<file path="src/rtl/core/prim_asm_pkg.sv">
// ----------------------------------------------------------------------------
// prim_asm_pkg
// Shared types, codes and widths of the primitive assembler.
// ----------------------------------------------------------------------------
package prim_asm_pkg;

    localparam int COORD_BITS_DEFAULT = 16;

    // fixed field widths
    localparam int OPCODE_W = 2;
    localparam int MODE_W   = 3;
    localparam int VERT_W   = 16;
    localparam int SCALE_W  = 16;
    localparam int OFFSET_W = 24;
    localparam int COLOR_W  = 24;
    localparam int LWIDTH_W = 8;
    localparam int PT_W     = 16;

    localparam int STORE_DEPTH = 4;
    localparam int STORE_IDX_W = $clog2(STORE_DEPTH);
    localparam int QUEUE_DEPTH = 2;

    // configuration port
    localparam int CFG_INDEX_W = 3;
    localparam int CFG_DATA_W  = 24;

    localparam logic [CFG_INDEX_W-1:0] CFG_SCALE_X    = 3'd0;
    localparam logic [CFG_INDEX_W-1:0] CFG_SCALE_Y    = 3'd1;
    localparam logic [CFG_INDEX_W-1:0] CFG_OFFSET_X   = 3'd2;
    localparam logic [CFG_INDEX_W-1:0] CFG_OFFSET_Y   = 3'd3;
    localparam logic [CFG_INDEX_W-1:0] CFG_DRAW_COLOR = 3'd4;
    localparam logic [CFG_INDEX_W-1:0] CFG_LINE_WIDTH = 3'd5;

    localparam logic signed [SCALE_W-1:0]  SCALE_RESET  = 16'sd256;
    localparam logic signed [OFFSET_W-1:0] OFFSET_RESET = 24'sd0;
    localparam logic [COLOR_W-1:0]         COLOR_RESET  = 24'd0;
    localparam logic [LWIDTH_W-1:0]        LWIDTH_RESET = 8'd1;

    // input opcodes
    localparam logic [OPCODE_W-1:0] OPCODE_BEGIN  = 2'd0;
    localparam logic [OPCODE_W-1:0] OPCODE_VERTEX = 2'd1;
    localparam logic [OPCODE_W-1:0] OPCODE_END    = 2'd2;

    // result kinds
    localparam logic PRIM_LINE = 1'b0;
    localparam logic PRIM_QUAD = 1'b1;

    typedef enum logic [MODE_W-1:0] {
        MODE_NONE   = 3'd0,
        MODE_LINES  = 3'd1,
        MODE_STRIP  = 3'd2,
        MODE_LOOP   = 3'd3,
        MODE_QUADS  = 3'd4,
        MODE_QSTRIP = 3'd5
    } mode_t;

    typedef enum logic [1:0] {
        CMD_BEGIN  = 2'd0,
        CMD_VERTEX = 2'd1,
        CMD_END    = 2'd2
    } cmd_kind_t;

    // control part of a queued command
    typedef struct packed {
        cmd_kind_t kind;
        mode_t     mode;
    } q_ctrl_t;

endpackage

</file>
<file path="src/rtl/core/prim_asm_ifs.sv">
// ----------------------------------------------------------------------------
// prim_asm channel interfaces
// Command channel into the assembler and primitive channel out of it.
// ----------------------------------------------------------------------------
interface prim_asm_cmd_if;
    import prim_asm_pkg::*;

    logic                       valid;
    logic                       ready;
    logic [OPCODE_W-1:0]        opcode;
    logic [MODE_W-1:0]          prim_mode;
    logic signed [VERT_W-1:0]   vert_x;
    logic signed [VERT_W-1:0]   vert_y;

    modport source (output valid, output opcode, output prim_mode, output vert_x,
                    output vert_y, input ready);
    modport sink   (input valid, input opcode, input prim_mode, input vert_x,
                    input vert_y, output ready);
endinterface

interface prim_asm_prim_if;
    import prim_asm_pkg::*;

    logic                     valid;
    logic                     ready;
    logic                     prim_kind;
    logic signed [PT_W-1:0]   pt0_x;
    logic signed [PT_W-1:0]   pt0_y;
    logic signed [PT_W-1:0]   pt1_x;
    logic signed [PT_W-1:0]   pt1_y;
    logic signed [PT_W-1:0]   pt2_x;
    logic signed [PT_W-1:0]   pt2_y;
    logic signed [PT_W-1:0]   pt3_x;
    logic signed [PT_W-1:0]   pt3_y;
    logic [COLOR_W-1:0]       out_color;
    logic [LWIDTH_W-1:0]      out_width;

    modport source (output valid, output prim_kind, output pt0_x, output pt0_y,
                    output pt1_x, output pt1_y, output pt2_x, output pt2_y,
                    output pt3_x, output pt3_y, output out_color, output out_width,
                    input ready);
    modport sink   (input valid, input prim_kind, input pt0_x, input pt0_y,
                    input pt1_x, input pt1_y, input pt2_x, input pt2_y,
                    input pt3_x, input pt3_y, input out_color, input out_width,
                    output ready);
endinterface

</file>
<file path="src/rtl/core/prim_asm_front.sv">
// ----------------------------------------------------------------------------
// prim_asm_front
// Accepts command items, decodes them and transforms vertex coordinates.
// ----------------------------------------------------------------------------
module prim_asm_front #(
    parameter int COORD_BITS = prim_asm_pkg::COORD_BITS_DEFAULT,
    parameter int ENTRY_W    = $bits(prim_asm_pkg::q_ctrl_t) + 2 * COORD_BITS
) (
    prim_asm_cmd_if.sink                                cmd,
    input  logic signed [prim_asm_pkg::SCALE_W-1:0]     scale_x,
    input  logic signed [prim_asm_pkg::SCALE_W-1:0]     scale_y,
    input  logic signed [prim_asm_pkg::OFFSET_W-1:0]    offset_x,
    input  logic signed [prim_asm_pkg::OFFSET_W-1:0]    offset_y,
    input  logic                                        q_full,
    output logic                                        push,
    output logic [ENTRY_W-1:0]                          push_entry
);
    import prim_asm_pkg::*;

    localparam int ACC_W = 32;
    localparam int Q_W   = 24;
    localparam int SAT_W = 34;
    localparam logic signed [SAT_W-1:0] SAT_HI = (SAT_W'(1) <<< (COORD_BITS - 1)) - SAT_W'(1);
    localparam logic signed [SAT_W-1:0] SAT_LO = -SAT_HI - SAT_W'(1);

    // x * scale + offset in Q.8, truncated toward zero, saturated
    function automatic logic signed [COORD_BITS-1:0] xform(
        input logic signed [VERT_W-1:0]   c,
        input logic signed [SCALE_W-1:0]  s,
        input logic signed [OFFSET_W-1:0] o
    );
        logic signed [ACC_W-1:0] prod;
        logic signed [ACC_W-1:0] acc;
        logic signed [ACC_W-1:0] biased;
        logic signed [Q_W-1:0]   q;
        logic signed [SAT_W-1:0] qw;
        prod   = ACC_W'(c) * ACC_W'(s);
        acc    = prod + ACC_W'(o);
        // bias negatives so the arithmetic shift rounds toward zero
        biased = acc + (acc[ACC_W-1] ? ACC_W'(255) : ACC_W'(0));
        q      = Q_W'(biased >>> 8);
        qw     = SAT_W'(q);
        if (qw > SAT_HI)
        begin
            qw = SAT_HI;
        end
        if (qw < SAT_LO)
        begin
            qw = SAT_LO;
        end
        return qw[COORD_BITS-1:0];
    endfunction

    q_ctrl_t                        ctrl;
    logic signed [COORD_BITS-1:0]   tx;
    logic signed [COORD_BITS-1:0]   ty;
    logic                           known_op;

    assign cmd.ready = !q_full;
    assign tx = xform(cmd.vert_x, scale_x, offset_x);
    assign ty = xform(cmd.vert_y, scale_y, offset_y);

    always_comb
    begin
        known_op  = 1'b1;
        ctrl.kind = CMD_VERTEX;
        ctrl.mode = MODE_NONE;
        unique case (cmd.opcode)
            OPCODE_BEGIN:
            begin
                ctrl.kind = CMD_BEGIN;
                if (cmd.prim_mode <= MODE_QSTRIP)
                begin
                    ctrl.mode = mode_t'(cmd.prim_mode);
                end
            end
            OPCODE_VERTEX: ctrl.kind = CMD_VERTEX;
            OPCODE_END:    ctrl.kind = CMD_END;
            // reserved opcode is taken and dropped
            default:       known_op = 1'b0;
        endcase
    end

    assign push       = cmd.valid && !q_full && known_op;
    assign push_entry = {ctrl, tx, ty};

endmodule

</file>
<file path="src/rtl/core/prim_asm_queue.sv">
// ----------------------------------------------------------------------------
// prim_asm_queue
// Short first-in first-out queue of decoded commands between front and back.
// ----------------------------------------------------------------------------
module prim_asm_queue #(
    parameter int DEPTH = prim_asm_pkg::QUEUE_DEPTH,
    parameter int WIDTH = 8
) (
    input  logic             clk,
    input  logic             rst_n,
    input  logic             push,
    input  logic [WIDTH-1:0] wdata,
    input  logic             pop,
    output logic             full,
    output logic             valid,
    output logic [WIDTH-1:0] rdata
);
    localparam int PTR_W = (DEPTH > 1) ? $clog2(DEPTH) : 1;
    localparam int CNT_W = $clog2(DEPTH + 1);

    logic [WIDTH-1:0] mem [DEPTH];
    logic [PTR_W-1:0] wr_ptr_reg;
    logic [PTR_W-1:0] rd_ptr_reg;
    logic [CNT_W-1:0] count_reg;
    logic [CNT_W-1:0] count_next;

    function automatic logic [PTR_W-1:0] bump(input logic [PTR_W-1:0] p);
        return (p == PTR_W'(DEPTH - 1)) ? '0 : p + PTR_W'(1);
    endfunction

    always_comb
    begin
        case ({push, pop})
            2'b10:   count_next = count_reg + CNT_W'(1);
            2'b01:   count_next = count_reg - CNT_W'(1);
            default: count_next = count_reg;
        endcase
    end

    always_ff @(posedge clk or negedge rst_n)
    begin
        if (!rst_n)
        begin
            wr_ptr_reg <= '0;
            rd_ptr_reg <= '0;
            count_reg  <= '0;
        end
        else
        begin
            if (push)
            begin
                wr_ptr_reg <= bump(wr_ptr_reg);
            end
            if (pop)
            begin
                rd_ptr_reg <= bump(rd_ptr_reg);
            end
            count_reg <= count_next;
        end
    end

    always_ff @(posedge clk)
    begin
        if (push)
        begin
            mem[wr_ptr_reg] <= wdata;
        end
    end

    assign full  = (count_reg == CNT_W'(DEPTH));
    assign valid = (count_reg != '0);
    assign rdata = mem[rd_ptr_reg];

    a_no_overflow: assert property (@(posedge clk) disable iff (!rst_n)
        push |-> !full)
        else $error("item pushed into a full command queue");

endmodule

</file>
<file path="src/rtl/core/prim_asm_back.sv">
// ----------------------------------------------------------------------------
// prim_asm_back
// Holds mode and vertex store, assembles lines and quads, drives the result.
// ----------------------------------------------------------------------------
module prim_asm_back #(
    parameter int COORD_BITS = prim_asm_pkg::COORD_BITS_DEFAULT,
    parameter int ENTRY_W    = $bits(prim_asm_pkg::q_ctrl_t) + 2 * COORD_BITS
) (
    input  logic                                    clk,
    input  logic                                    rst_n,
    input  logic                                    q_valid,
    input  logic [ENTRY_W-1:0]                      q_entry,
    output logic                                    q_pop,
    input  logic [prim_asm_pkg::COLOR_W-1:0]        draw_color,
    input  logic [prim_asm_pkg::LWIDTH_W-1:0]       line_width,
    prim_asm_prim_if.source                         prim
);
    import prim_asm_pkg::*;

    localparam int EXT_W = (COORD_BITS > PT_W) ? COORD_BITS : PT_W;
    localparam int HELD_W = 3;

    function automatic logic [PT_W-1:0] to_pt(input logic signed [COORD_BITS-1:0] v);
        logic signed [EXT_W-1:0] ext;
        ext = EXT_W'(v);
        return ext[PT_W-1:0];
    endfunction

    q_ctrl_t                        ctrl;
    logic signed [COORD_BITS-1:0]   vx;
    logic signed [COORD_BITS-1:0]   vy;

    mode_t                          mode_reg;
    mode_t                          mode_next;
    logic [HELD_W-1:0]              held_reg;
    logic [HELD_W-1:0]              held_next;
    logic [HELD_W-1:0]              held_inc;
    logic [STORE_IDX_W-1:0]         wr_idx;

    logic signed [COORD_BITS-1:0]   sx_reg  [STORE_DEPTH];
    logic signed [COORD_BITS-1:0]   sy_reg  [STORE_DEPTH];
    logic signed [COORD_BITS-1:0]   sx_next [STORE_DEPTH];
    logic signed [COORD_BITS-1:0]   sy_next [STORE_DEPTH];
    logic signed [COORD_BITS-1:0]   view_x  [STORE_DEPTH];
    logic signed [COORD_BITS-1:0]   view_y  [STORE_DEPTH];

    logic                           emit;
    logic                           kind_sel;
    logic [PT_W-1:0]                sel_x [4];
    logic [PT_W-1:0]                sel_y [4];

    logic                           out_valid_reg;
    logic                           kind_reg;
    logic [PT_W-1:0]                pt_x_reg [4];
    logic [PT_W-1:0]                pt_y_reg [4];
    logic [COLOR_W-1:0]             color_reg;
    logic [LWIDTH_W-1:0]            width_reg;

    assign {ctrl, vx, vy} = q_entry;
    assign q_pop  = q_valid && (!out_valid_reg || prim.ready);
    assign wr_idx = held_reg[STORE_IDX_W-1:0];
    assign held_inc = held_reg + HELD_W'(1);

    always_comb
    begin
        mode_next = mode_reg;
        held_next = held_reg;
        sx_next   = sx_reg;
        sy_next   = sy_reg;
        view_x    = sx_reg;
        view_y    = sy_reg;
        emit      = 1'b0;
        kind_sel  = PRIM_LINE;
        for (int i = 0; i < 4; i++)
        begin
            sel_x[i] = '0;
            sel_y[i] = '0;
        end

        unique case (ctrl.kind)
            CMD_BEGIN:
            begin
                mode_next = ctrl.mode;
                held_next = '0;
            end
            CMD_END:
            begin
                // loop closes from the last vertex back to the first
                if (mode_reg == MODE_LOOP && held_reg == HELD_W'(2))
                begin
                    emit     = 1'b1;
                    sel_x[0] = to_pt(sx_reg[1]);
                    sel_y[0] = to_pt(sy_reg[1]);
                    sel_x[1] = to_pt(sx_reg[0]);
                    sel_y[1] = to_pt(sy_reg[0]);
                end
                mode_next = MODE_NONE;
                held_next = '0;
            end
            CMD_VERTEX:
            begin
                if (mode_reg != MODE_NONE)
                begin
                    sx_next[wr_idx] = vx;
                    sy_next[wr_idx] = vy;
                    view_x[wr_idx]  = vx;
                    view_y[wr_idx]  = vy;
                    held_next       = held_inc;
                    unique case (mode_reg)
                        MODE_LINES:
                        begin
                            if (held_inc == HELD_W'(2))
                            begin
                                emit      = 1'b1;
                                held_next = '0;
                            end
                        end
                        MODE_STRIP:
                        begin
                            if (held_inc == HELD_W'(2))
                            begin
                                emit       = 1'b1;
                                sx_next[0] = view_x[1];
                                sy_next[0] = view_y[1];
                                held_next  = HELD_W'(1);
                            end
                        end
                        MODE_LOOP:
                        begin
                            if (held_inc == HELD_W'(2))
                            begin
                                emit = 1'b1;
                            end
                            else if (held_inc == HELD_W'(3))
                            begin
                                emit       = 1'b1;
                                sx_next[1] = view_x[2];
                                sy_next[1] = view_y[2];
                                held_next  = HELD_W'(2);
                            end
                        end
                        MODE_QUADS:
                        begin
                            if (held_inc == HELD_W'(4))
                            begin
                                emit      = 1'b1;
                                kind_sel  = PRIM_QUAD;
                                held_next = '0;
                            end
                        end
                        MODE_QSTRIP:
                        begin
                            if (held_inc == HELD_W'(4))
                            begin
                                emit       = 1'b1;
                                kind_sel   = PRIM_QUAD;
                                sx_next[0] = view_x[2];
                                sy_next[0] = view_y[2];
                                sx_next[1] = view_x[3];
                                sy_next[1] = view_y[3];
                                held_next  = HELD_W'(2);
                            end
                        end
                        default: ;
                    endcase

                    // point selection for vertex-triggered results
                    if (mode_reg == MODE_LOOP && held_inc == HELD_W'(3))
                    begin
                        sel_x[0] = to_pt(view_x[1]);
                        sel_y[0] = to_pt(view_y[1]);
                        sel_x[1] = to_pt(view_x[2]);
                        sel_y[1] = to_pt(view_y[2]);
                    end
                    else
                    begin
                        sel_x[0] = to_pt(view_x[0]);
                        sel_y[0] = to_pt(view_y[0]);
                        sel_x[1] = to_pt(view_x[1]);
                        sel_y[1] = to_pt(view_y[1]);
                    end
                    if (kind_sel == PRIM_QUAD)
                    begin
                        // quad strip takes the second pair in reverse
                        if (mode_reg == MODE_QSTRIP)
                        begin
                            sel_x[2] = to_pt(view_x[3]);
                            sel_y[2] = to_pt(view_y[3]);
                            sel_x[3] = to_pt(view_x[2]);
                            sel_y[3] = to_pt(view_y[2]);
                        end
                        else
                        begin
                            sel_x[2] = to_pt(view_x[2]);
                            sel_y[2] = to_pt(view_y[2]);
                            sel_x[3] = to_pt(view_x[3]);
                            sel_y[3] = to_pt(view_y[3]);
                        end
                    end
                end
            end
            default: ;
        endcase
    end

    always_ff @(posedge clk or negedge rst_n)
    begin
        if (!rst_n)
        begin
            mode_reg      <= MODE_NONE;
            held_reg      <= '0;
            out_valid_reg <= 1'b0;
        end
        else
        begin
            if (q_pop)
            begin
                mode_reg <= mode_next;
                held_reg <= held_next;
            end
            if (q_pop && emit)
            begin
                out_valid_reg <= 1'b1;
            end
            else if (prim.ready)
            begin
                out_valid_reg <= 1'b0;
            end
        end
    end

    // vertex store and result payload
    always_ff @(posedge clk)
    begin
        if (q_pop)
        begin
            sx_reg <= sx_next;
            sy_reg <= sy_next;
        end
        if (q_pop && emit)
        begin
            kind_reg  <= kind_sel;
            pt_x_reg  <= sel_x;
            pt_y_reg  <= sel_y;
            color_reg <= draw_color;
            width_reg <= (line_width == '0) ? LWIDTH_W'(1) : line_width;
        end
    end

    assign prim.valid     = out_valid_reg;
    assign prim.prim_kind = kind_reg;
    assign prim.pt0_x     = pt_x_reg[0];
    assign prim.pt0_y     = pt_y_reg[0];
    assign prim.pt1_x     = pt_x_reg[1];
    assign prim.pt1_y     = pt_y_reg[1];
    assign prim.pt2_x     = pt_x_reg[2];
    assign prim.pt2_y     = pt_y_reg[2];
    assign prim.pt3_x     = pt_x_reg[3];
    assign prim.pt3_y     = pt_y_reg[3];
    assign prim.out_color = color_reg;
    assign prim.out_width = width_reg;

    a_held_needs_mode: assert property (@(posedge clk) disable iff (!rst_n)
        held_reg != '0 |-> mode_reg != MODE_NONE)
        else $error("vertices held with no primitive open");

    a_line_held: assert property (@(posedge clk) disable iff (!rst_n)
        (mode_reg == MODE_LINES || mode_reg == MODE_STRIP) |-> held_reg <= HELD_W'(1))
        else $error("line or strip mode holds more than one vertex");

    a_quad_result: assert property (@(posedge clk) disable iff (!rst_n)
        (q_pop && ctrl.kind == CMD_VERTEX && mode_reg == MODE_QUADS
            && held_reg == HELD_W'(3))
        |=> (out_valid_reg && kind_reg == PRIM_QUAD))
        else $error("fourth quad vertex gave no quad");

endmodule

</file>
<file path="src/rtl/core/primitive_assembler.sv">
// ----------------------------------------------------------------------------
// primitive_assembler
// Takes one command item per cycle while the queue has room (begin, vertex or
// end) and returns at most one line or quad item per command. Vertices are
// scaled and offset in Q.8 fixed point, truncated toward zero and saturated
// to COORD_BITS before assembly. A decode and transform stage feeds a
// two-entry command queue; the assembly stage drains it into a single output
// register, so a new item is taken every cycle as long as results are taken,
// and a stalled result holds the assembly stage while the queue absorbs up to
// two more items. An accepted item is queued, then its result registered.
// Configuration writes are taken at any edge but must only be issued while
// no items are in flight. There is no clearing pass after reset.
// ----------------------------------------------------------------------------
module primitive_assembler #(
    parameter int COORD_BITS = prim_asm_pkg::COORD_BITS_DEFAULT
) (
    input  logic                                    clk,
    input  logic                                    rst_n,
    prim_asm_cmd_if.sink                            cmd,
    prim_asm_prim_if.source                         prim,
    input  logic                                    cfg_we,
    input  logic [prim_asm_pkg::CFG_INDEX_W-1:0]    cfg_index,
    input  logic [prim_asm_pkg::CFG_DATA_W-1:0]     cfg_data
);
    import prim_asm_pkg::*;

    localparam int ENTRY_W = $bits(q_ctrl_t) + 2 * COORD_BITS;

    logic signed [SCALE_W-1:0]  scale_x_reg;
    logic signed [SCALE_W-1:0]  scale_y_reg;
    logic signed [OFFSET_W-1:0] offset_x_reg;
    logic signed [OFFSET_W-1:0] offset_y_reg;
    logic [COLOR_W-1:0]         color_reg;
    logic [LWIDTH_W-1:0]        lwidth_reg;

    logic                       push;
    logic [ENTRY_W-1:0]         push_entry;
    logic                       q_full;
    logic                       q_valid;
    logic                       q_pop;
    logic [ENTRY_W-1:0]         q_entry;

    always_ff @(posedge clk or negedge rst_n)
    begin
        if (!rst_n)
        begin
            scale_x_reg  <= SCALE_RESET;
            scale_y_reg  <= SCALE_RESET;
            offset_x_reg <= OFFSET_RESET;
            offset_y_reg <= OFFSET_RESET;
            color_reg    <= COLOR_RESET;
            lwidth_reg   <= LWIDTH_RESET;
        end
        else if (cfg_we)
        begin
            unique case (cfg_index)
                CFG_SCALE_X:    scale_x_reg  <= cfg_data[SCALE_W-1:0];
                CFG_SCALE_Y:    scale_y_reg  <= cfg_data[SCALE_W-1:0];
                CFG_OFFSET_X:   offset_x_reg <= cfg_data[OFFSET_W-1:0];
                CFG_OFFSET_Y:   offset_y_reg <= cfg_data[OFFSET_W-1:0];
                CFG_DRAW_COLOR: color_reg    <= cfg_data[COLOR_W-1:0];
                CFG_LINE_WIDTH: lwidth_reg   <= cfg_data[LWIDTH_W-1:0];
                default: ;
            endcase
        end
    end

    prim_asm_front #(
        .COORD_BITS (COORD_BITS),
        .ENTRY_W    (ENTRY_W)
    ) u_front (
        .cmd        (cmd),
        .scale_x    (scale_x_reg),
        .scale_y    (scale_y_reg),
        .offset_x   (offset_x_reg),
        .offset_y   (offset_y_reg),
        .q_full     (q_full),
        .push       (push),
        .push_entry (push_entry)
    );

    prim_asm_queue #(
        .DEPTH (QUEUE_DEPTH),
        .WIDTH (ENTRY_W)
    ) u_queue (
        .clk   (clk),
        .rst_n (rst_n),
        .push  (push),
        .wdata (push_entry),
        .pop   (q_pop),
        .full  (q_full),
        .valid (q_valid),
        .rdata (q_entry)
    );

    prim_asm_back #(
        .COORD_BITS (COORD_BITS),
        .ENTRY_W    (ENTRY_W)
    ) u_back (
        .clk        (clk),
        .rst_n      (rst_n),
        .q_valid    (q_valid),
        .q_entry    (q_entry),
        .q_pop      (q_pop),
        .draw_color (color_reg),
        .line_width (lwidth_reg),
        .prim       (prim)
    );

endmodule
</file>
<file path="src/flat_wrapper.sv">
// flat-port wrapper written by rule: the top's interface ports become plain ports
module primitive_assembler_flat import prim_asm_pkg::*;
#(
    parameter int COORD_BITS = prim_asm_pkg::COORD_BITS_DEFAULT
)
  (clk, rst_n, cfg_we, cfg_index, cfg_data, cmd_valid, cmd_opcode, cmd_prim_mode, cmd_vert_x, cmd_vert_y, cmd_ready, prim_valid, prim_prim_kind, prim_pt0_x, prim_pt0_y, prim_pt1_x, prim_pt1_y, prim_pt2_x, prim_pt2_y, prim_pt3_x, prim_pt3_y, prim_out_color, prim_out_width, prim_ready);
  prim_asm_cmd_if cmd_i ();
  prim_asm_prim_if prim_i ();
  input  logic clk;
  input  logic rst_n;
  input  logic cfg_we;
  input  logic [prim_asm_pkg::CFG_INDEX_W-1:0] cfg_index;
  input  logic [prim_asm_pkg::CFG_DATA_W-1:0] cfg_data;
  input wire logic [$bits(cmd_i.valid)-1:0] cmd_valid;
  input wire logic [$bits(cmd_i.opcode)-1:0] cmd_opcode;
  input wire logic [$bits(cmd_i.prim_mode)-1:0] cmd_prim_mode;
  input wire logic [$bits(cmd_i.vert_x)-1:0] cmd_vert_x;
  input wire logic [$bits(cmd_i.vert_y)-1:0] cmd_vert_y;
  output wire logic [$bits(cmd_i.ready)-1:0] cmd_ready;
  output wire logic [$bits(prim_i.valid)-1:0] prim_valid;
  output wire logic [$bits(prim_i.prim_kind)-1:0] prim_prim_kind;
  output wire logic [$bits(prim_i.pt0_x)-1:0] prim_pt0_x;
  output wire logic [$bits(prim_i.pt0_y)-1:0] prim_pt0_y;
  output wire logic [$bits(prim_i.pt1_x)-1:0] prim_pt1_x;
  output wire logic [$bits(prim_i.pt1_y)-1:0] prim_pt1_y;
  output wire logic [$bits(prim_i.pt2_x)-1:0] prim_pt2_x;
  output wire logic [$bits(prim_i.pt2_y)-1:0] prim_pt2_y;
  output wire logic [$bits(prim_i.pt3_x)-1:0] prim_pt3_x;
  output wire logic [$bits(prim_i.pt3_y)-1:0] prim_pt3_y;
  output wire logic [$bits(prim_i.out_color)-1:0] prim_out_color;
  output wire logic [$bits(prim_i.out_width)-1:0] prim_out_width;
  input wire logic [$bits(prim_i.ready)-1:0] prim_ready;
  assign cmd_i.valid = cmd_valid;
  assign cmd_i.opcode = cmd_opcode;
  assign cmd_i.prim_mode = cmd_prim_mode;
  assign cmd_i.vert_x = cmd_vert_x;
  assign cmd_i.vert_y = cmd_vert_y;
  assign cmd_ready = cmd_i.ready;
  assign prim_valid = prim_i.valid;
  assign prim_prim_kind = prim_i.prim_kind;
  assign prim_pt0_x = prim_i.pt0_x;
  assign prim_pt0_y = prim_i.pt0_y;
  assign prim_pt1_x = prim_i.pt1_x;
  assign prim_pt1_y = prim_i.pt1_y;
  assign prim_pt2_x = prim_i.pt2_x;
  assign prim_pt2_y = prim_i.pt2_y;
  assign prim_pt3_x = prim_i.pt3_x;
  assign prim_pt3_y = prim_i.pt3_y;
  assign prim_out_color = prim_i.out_color;
  assign prim_out_width = prim_i.out_width;
  assign prim_i.ready = prim_ready;
  primitive_assembler #(.COORD_BITS(COORD_BITS)) u_core (.clk(clk), .rst_n(rst_n), .cmd(cmd_i), .prim(prim_i), .cfg_we(cfg_we), .cfg_index(cfg_index), .cfg_data(cfg_data));
endmodule
</file>
<file path="config.mk">
export PLATFORM = sky130hd
export DESIGN_NAME = primitive_assembler_flat
export DESIGN_NICKNAME = d
export VERILOG_FILES = /design/src/rtl/core/prim_asm_pkg.sv /design/src/rtl/core/prim_asm_ifs.sv /design/src/rtl/core/prim_asm_front.sv /design/src/rtl/core/prim_asm_queue.sv /design/src/rtl/core/prim_asm_back.sv /design/src/rtl/core/primitive_assembler.sv /design/src/flat_wrapper.sv
export SDC_FILE = /design/constraint.sdc
export NUM_CORES = 2
export LEC_CHECK = 0
export ABC_AREA = 1
export BUFFER_PORTS_ARGS = -buffer_cell sky130_fd_sc_hd__buf_2
export CORE_UTILIZATION = 35
export DETAILED_ROUTE_END_ITERATION = 10
export GPL_ROUTABILITY_DRIVEN = 0
export MAX_ROUTING_LAYER = met4
export PLACE_DENSITY = 0.52
export SLEW_MARGIN = 20
export SYNTH_ARGS = -nofsm -noshare
export SYNTH_HDL_FRONTEND = slang
export SYNTH_HIERARCHICAL = 1
export SYNTH_SLANG_ARGS = --single-unit
export TNS_END_PERCENT = 50
</file>
<file path="constraint.sdc">
create_clock -name clk -period 12.6 [get_ports clk]
set_input_delay 0 -clock clk [delete_from_list [all_inputs] [get_ports clk]]
set_output_delay 0 -clock clk [all_outputs]
set_load 0.02 [all_outputs]
</file>
==> metrics.json <==
{
  "logic_synthesis": {
    "ys.warnings.count": 6,
    "yosys_reg_bits": 486,
    "synth_cell_type_count": 47,
    "number_of_enable_type_register_cells_in_the_synthesized_netlist": 363,
    "synth.top_cell.area_share_pct": 24.0,
    "netlist_instances": 5993,
    "synth-seq-area-share_pct": 29.3,
    "ys_dominant_reg_cell": "sky130_fd_sc_hd__edfxtp_1",
    "post_synth_main_area_contributors": "sky130_fd_sc_hd__fa_1 24%, sky130_fd_sc_hd__edfxtp_1 23%, sky130_fd_sc_hd__nand2_1 15%, sky130_fd_sc_hd__inv_1 10%, sky130_fd_sc_hd__dfrtp_1 6.3%",
    "synthesis.area_sq_um": 47700,
    "synth-async-reset-ratio_pct": 25.3,
    "synth_area_per_cell_sq_um": 7.97,
    "synth_top_cell_by_area": "sky130_fd_sc_hd__fa_1",
    "synth_fp_nets": 6826
  },
  "layout": {
    "mostFrequentLayoutCell": "sky130_fd_sc_hd__nand2_1",
    "nNetsFinal": 6922,
    "syn2layout_area_growth_pct": 10.3,
    "most-common-layout-cells": "1931 x sky130_fd_sc_hd__nand2_1, 1290 x sky130_fd_sc_hd__inv_1, 572 x sky130_fd_sc_hd__fa_1, 363 x sky130_fd_sc_hd__edfxtp_1, 293 x sky130_fd_sc_hd__nor2_1",
    "largest_register_ffs": 74,
    "final_layout_size_suffix_gt1_share_pct": 7.38,
    "inserted_diodes": 0,
    "post-route-util_pct": 38.9
  },
  "floorplan": {
    "die_y_um": 371,
    "pin_count": 232,
    "dieWidth_um": 371,
    "die_area_sq_um": 138000,
    "core.rowCount": 135,
    "initial_core_util_pct": 35.2,
    "fp.coreArea_sq_um": 135000
  },
  "critical_path": {
    "regToRegEndpoint": "u_core/u_queue/mem[1][6]",
    "beginning_of_the_critical_path": "u_core/scale_y_reg[1]",
    "worst-r2r-setup-slack_ns": 4.89,
    "cp_class": "flop to flop",
    "endpoint_kind": "flop",
    "r2r_start": "u_core/scale_y_reg[1]",
    "critical_path.max_fanout": 17,
    "critical_path.max_stage_delay_ns": 0.87,
    "critPathArrivalTime_ns": 8.09,
    "cpMaxStageDelayCell": "sky130_fd_sc_hd__fa_1",
    "rr_worst_depth": 34,
    "timing.critical_path.from_type": "flop",
    "crit_required_ns": 12.99,
    "critical-path-top-cell-by-count": "sky130_fd_sc_hd__nand2_1"
  },
  "clocking": {
    "clock_tree.root_cell": "sky130_fd_sc_hd__clkbuf_16",
    "cts_sinks": 486,
    "tritoncts_clock_tree": "built",
    "maximum_level_of_the_cts_h_tree": 2,
    "ctsResizeCount": 0,
    "clk_pin_slew_worst_paths_ns": 0.06,
    "cts-root-to-sink-buffers": 3,
    "cts_buffers": 55,
    "clk_latency_ns": 0.69
  },
  "detailed_routing": {
    "detail-route-antenna-nets": 0,
    "routedWlPerCell_um": 18.0,
    "routed-via-count": 38200,
    "drt_drc_violations_left": 0,
    "avg_vias_per_cell": 4.82,
    "wirelength_um": 142000,
    "dr.pass1.iters": 6,
    "detail_route.iter0.violations": 3096
  },
  "timing": {
    "grt_setup_unrepaired": "false",
    "fin_worst_skew_ns": 0.0733,
    "setup_viol_count_final": 0,
    "hold_viol_final": 0,
    "max_freq_mhz": 130,
    "max_slew_margin_pct": 31.3,
    "final_min_period_over_clock_period_pct": 61.2,
    "timing_max_transition_violations_final": 0,
    "period_needed_ns": 7.71,
    "timing.setup.tns_ns": 0,
    "worst-slew-pin-transition_ns": 1.03
  },
  "hold_path": {
    "timing.hold.worst.start": "cmd_opcode[0]",
    "min_to": "u_core/u_queue/mem[1][35]",
    "hold-path-cell-count": 2,
    "hold_path_class": "input port to flop"
  },
  "grt": {
    "largest_net_degree_at_the_start_of_global_routing": 130,
    "globalRouteOverflowTotal": 0,
    "first_pass_grt_wire_length_um": 223000,
    "grt_pass1_vias": 38400,
    "globalRouteTotalUtil_pct": 21.5,
    "antenna_violations_before_repair": 1
  },
  "run_status": {
    "run_status": "complete, no violations"
  },
  "flow_run": {
    "drv_cap": 0
  },
  "placement": {
    "place.port_buffers": 231,
    "hpwl_um": 106000
  }
}
metal layers:
layer	vias up	track usage (%)	part of all wire, %
met2	1135	34.8	47
li1	18300	-	-
met5	-	-	0
met3	194	2.15	5.6
met1	18600	28.6	45
met4	0	6.01	2.8
cell usage after synthesis, types with 3 or more instances:
cell,n
sky130_fd_sc_hd__nand2_1,1932
sky130_fd_sc_hd__inv_1,1293
sky130_fd_sc_hd__fa_1,572
sky130_fd_sc_hd__edfxtp_1,363
sky130_fd_sc_hd__nor2_1,296
sky130_fd_sc_hd__nand3_1,279
sky130_fd_sc_hd__ha_1,192
sky130_fd_sc_hd__a21oi_1,176
sky130_fd_sc_hd__clkbuf_1,173
sky130_fd_sc_hd__o21ai_0,160
sky130_fd_sc_hd__dfrtp_1,120
sky130_fd_sc_hd__buf_2,63
sky130_fd_sc_hd__o211ai_1,55
sky130_fd_sc_hd__nand4_1,43
sky130_fd_sc_hd__o21ai_1,30
sky130_fd_sc_hd__xor2_1,27
sky130_fd_sc_hd__nor2_2,25
sky130_fd_sc_hd__xnor2_1,19
sky130_fd_sc_hd__nand2_2,16
sky130_fd_sc_hd__buf_1,15
sky130_fd_sc_hd__inv_2,15
sky130_fd_sc_hd__nor3_1,15
sky130_fd_sc_hd__o221ai_1,12
sky130_fd_sc_hd__or2_2,11
sky130_fd_sc_hd__buf_6,10
sky130_fd_sc_hd__nand3b_1,10
sky130_fd_sc_hd__buf_4,9
sky130_fd_sc_hd__nor2_4,9
sky130_fd_sc_hd__and2_1,7
sky130_fd_sc_hd__a32oi_1,6
sky130_fd_sc_hd__nand3_2,5
sky130_fd_sc_hd__a22oi_1,4
sky130_fd_sc_hd__clkinv_1,4
sky130_fd_sc_hd__nor3_2,4
sky130_fd_sc_hd__o21bai_1,4
sky130_fd_sc_hd__a21o_1,3
sky130_fd_sc_hd__dfstp_2,3
cell type report:
class,count,area [sq um]
Multi-Input combinational cell,3925,27700
Fill cell,14100,82800
Tap cell,1781,2230
Inverter,1312,4930
Clock buffer,77,1530
Sequential cell,486,14000
Clock inverter,27,373
Timing Repair Buffer,309,1920
repair_timing:
action                                 CTS  global route
endpoints found under the hold margin  200             0
buffers inserted                         0             0
hold buffers                            50             0
worst max path at each step:
stage | to | slack [ns] | cells past startpoint
3_3_place_gp | u_core/u_queue/mem[0][11] | 5.01 | 34
2_1_floorplan | u_core/u_queue/mem[0][6] | 5.87 | 37
3_5_place_dp | u_core/u_queue/mem[0][22] | 4.93 | 32
4_1_cts | u_core/u_queue/mem[0][6] | 4.89 | 34
6_report | u_core/u_queue/mem[1][6] | 4.89 | 34
5_1_grt | u_core/u_queue/mem[1][8] | 4.21 | 34
metrics by stage:
step | setup slack, ns | instance area, sq um | instances | hold slack, ns
after CTS | 4.89 | 52700 | 7917 | 0.131
after floorplan | 5.87 | 47700 | 5993 | -0.296
final | 4.89 | 52700 | 7917 | 0.171
after global routing | 4.21 | 52700 | 7917 | 0.158
after global placement | 5.01 | 50200 | 7762 | 0.0620
after detailed placement | 4.93 | 50200 | 7763 | 0.0714
kinds of logic (layout without fill, tap and decap cells):
kind of cell	count (synthesis)	in the layout	share of synthesized area, %
compound gates	456	456	5.37
xor+xnor	48	48	0.912
simple gates	2657	2657	22.6
buf+inv	1582	1725	12.8
fa+ha+maj	764	764	29.0
flops	486	486	29.3
worst max-delay path, delay by kind of cell (launching register included):
kind	cells	cell delay [ns]
adder cells (fa/ha/maj)	7	3.77
AND/OR/NAND/NOR	22	2.55
flip-flops	1	0.77
buffers and inverters	5	0.37
Power is left out: the tool's default activity adds up to more than one toggle a clock period on the data nets, which glitch-free logic cannot reach.
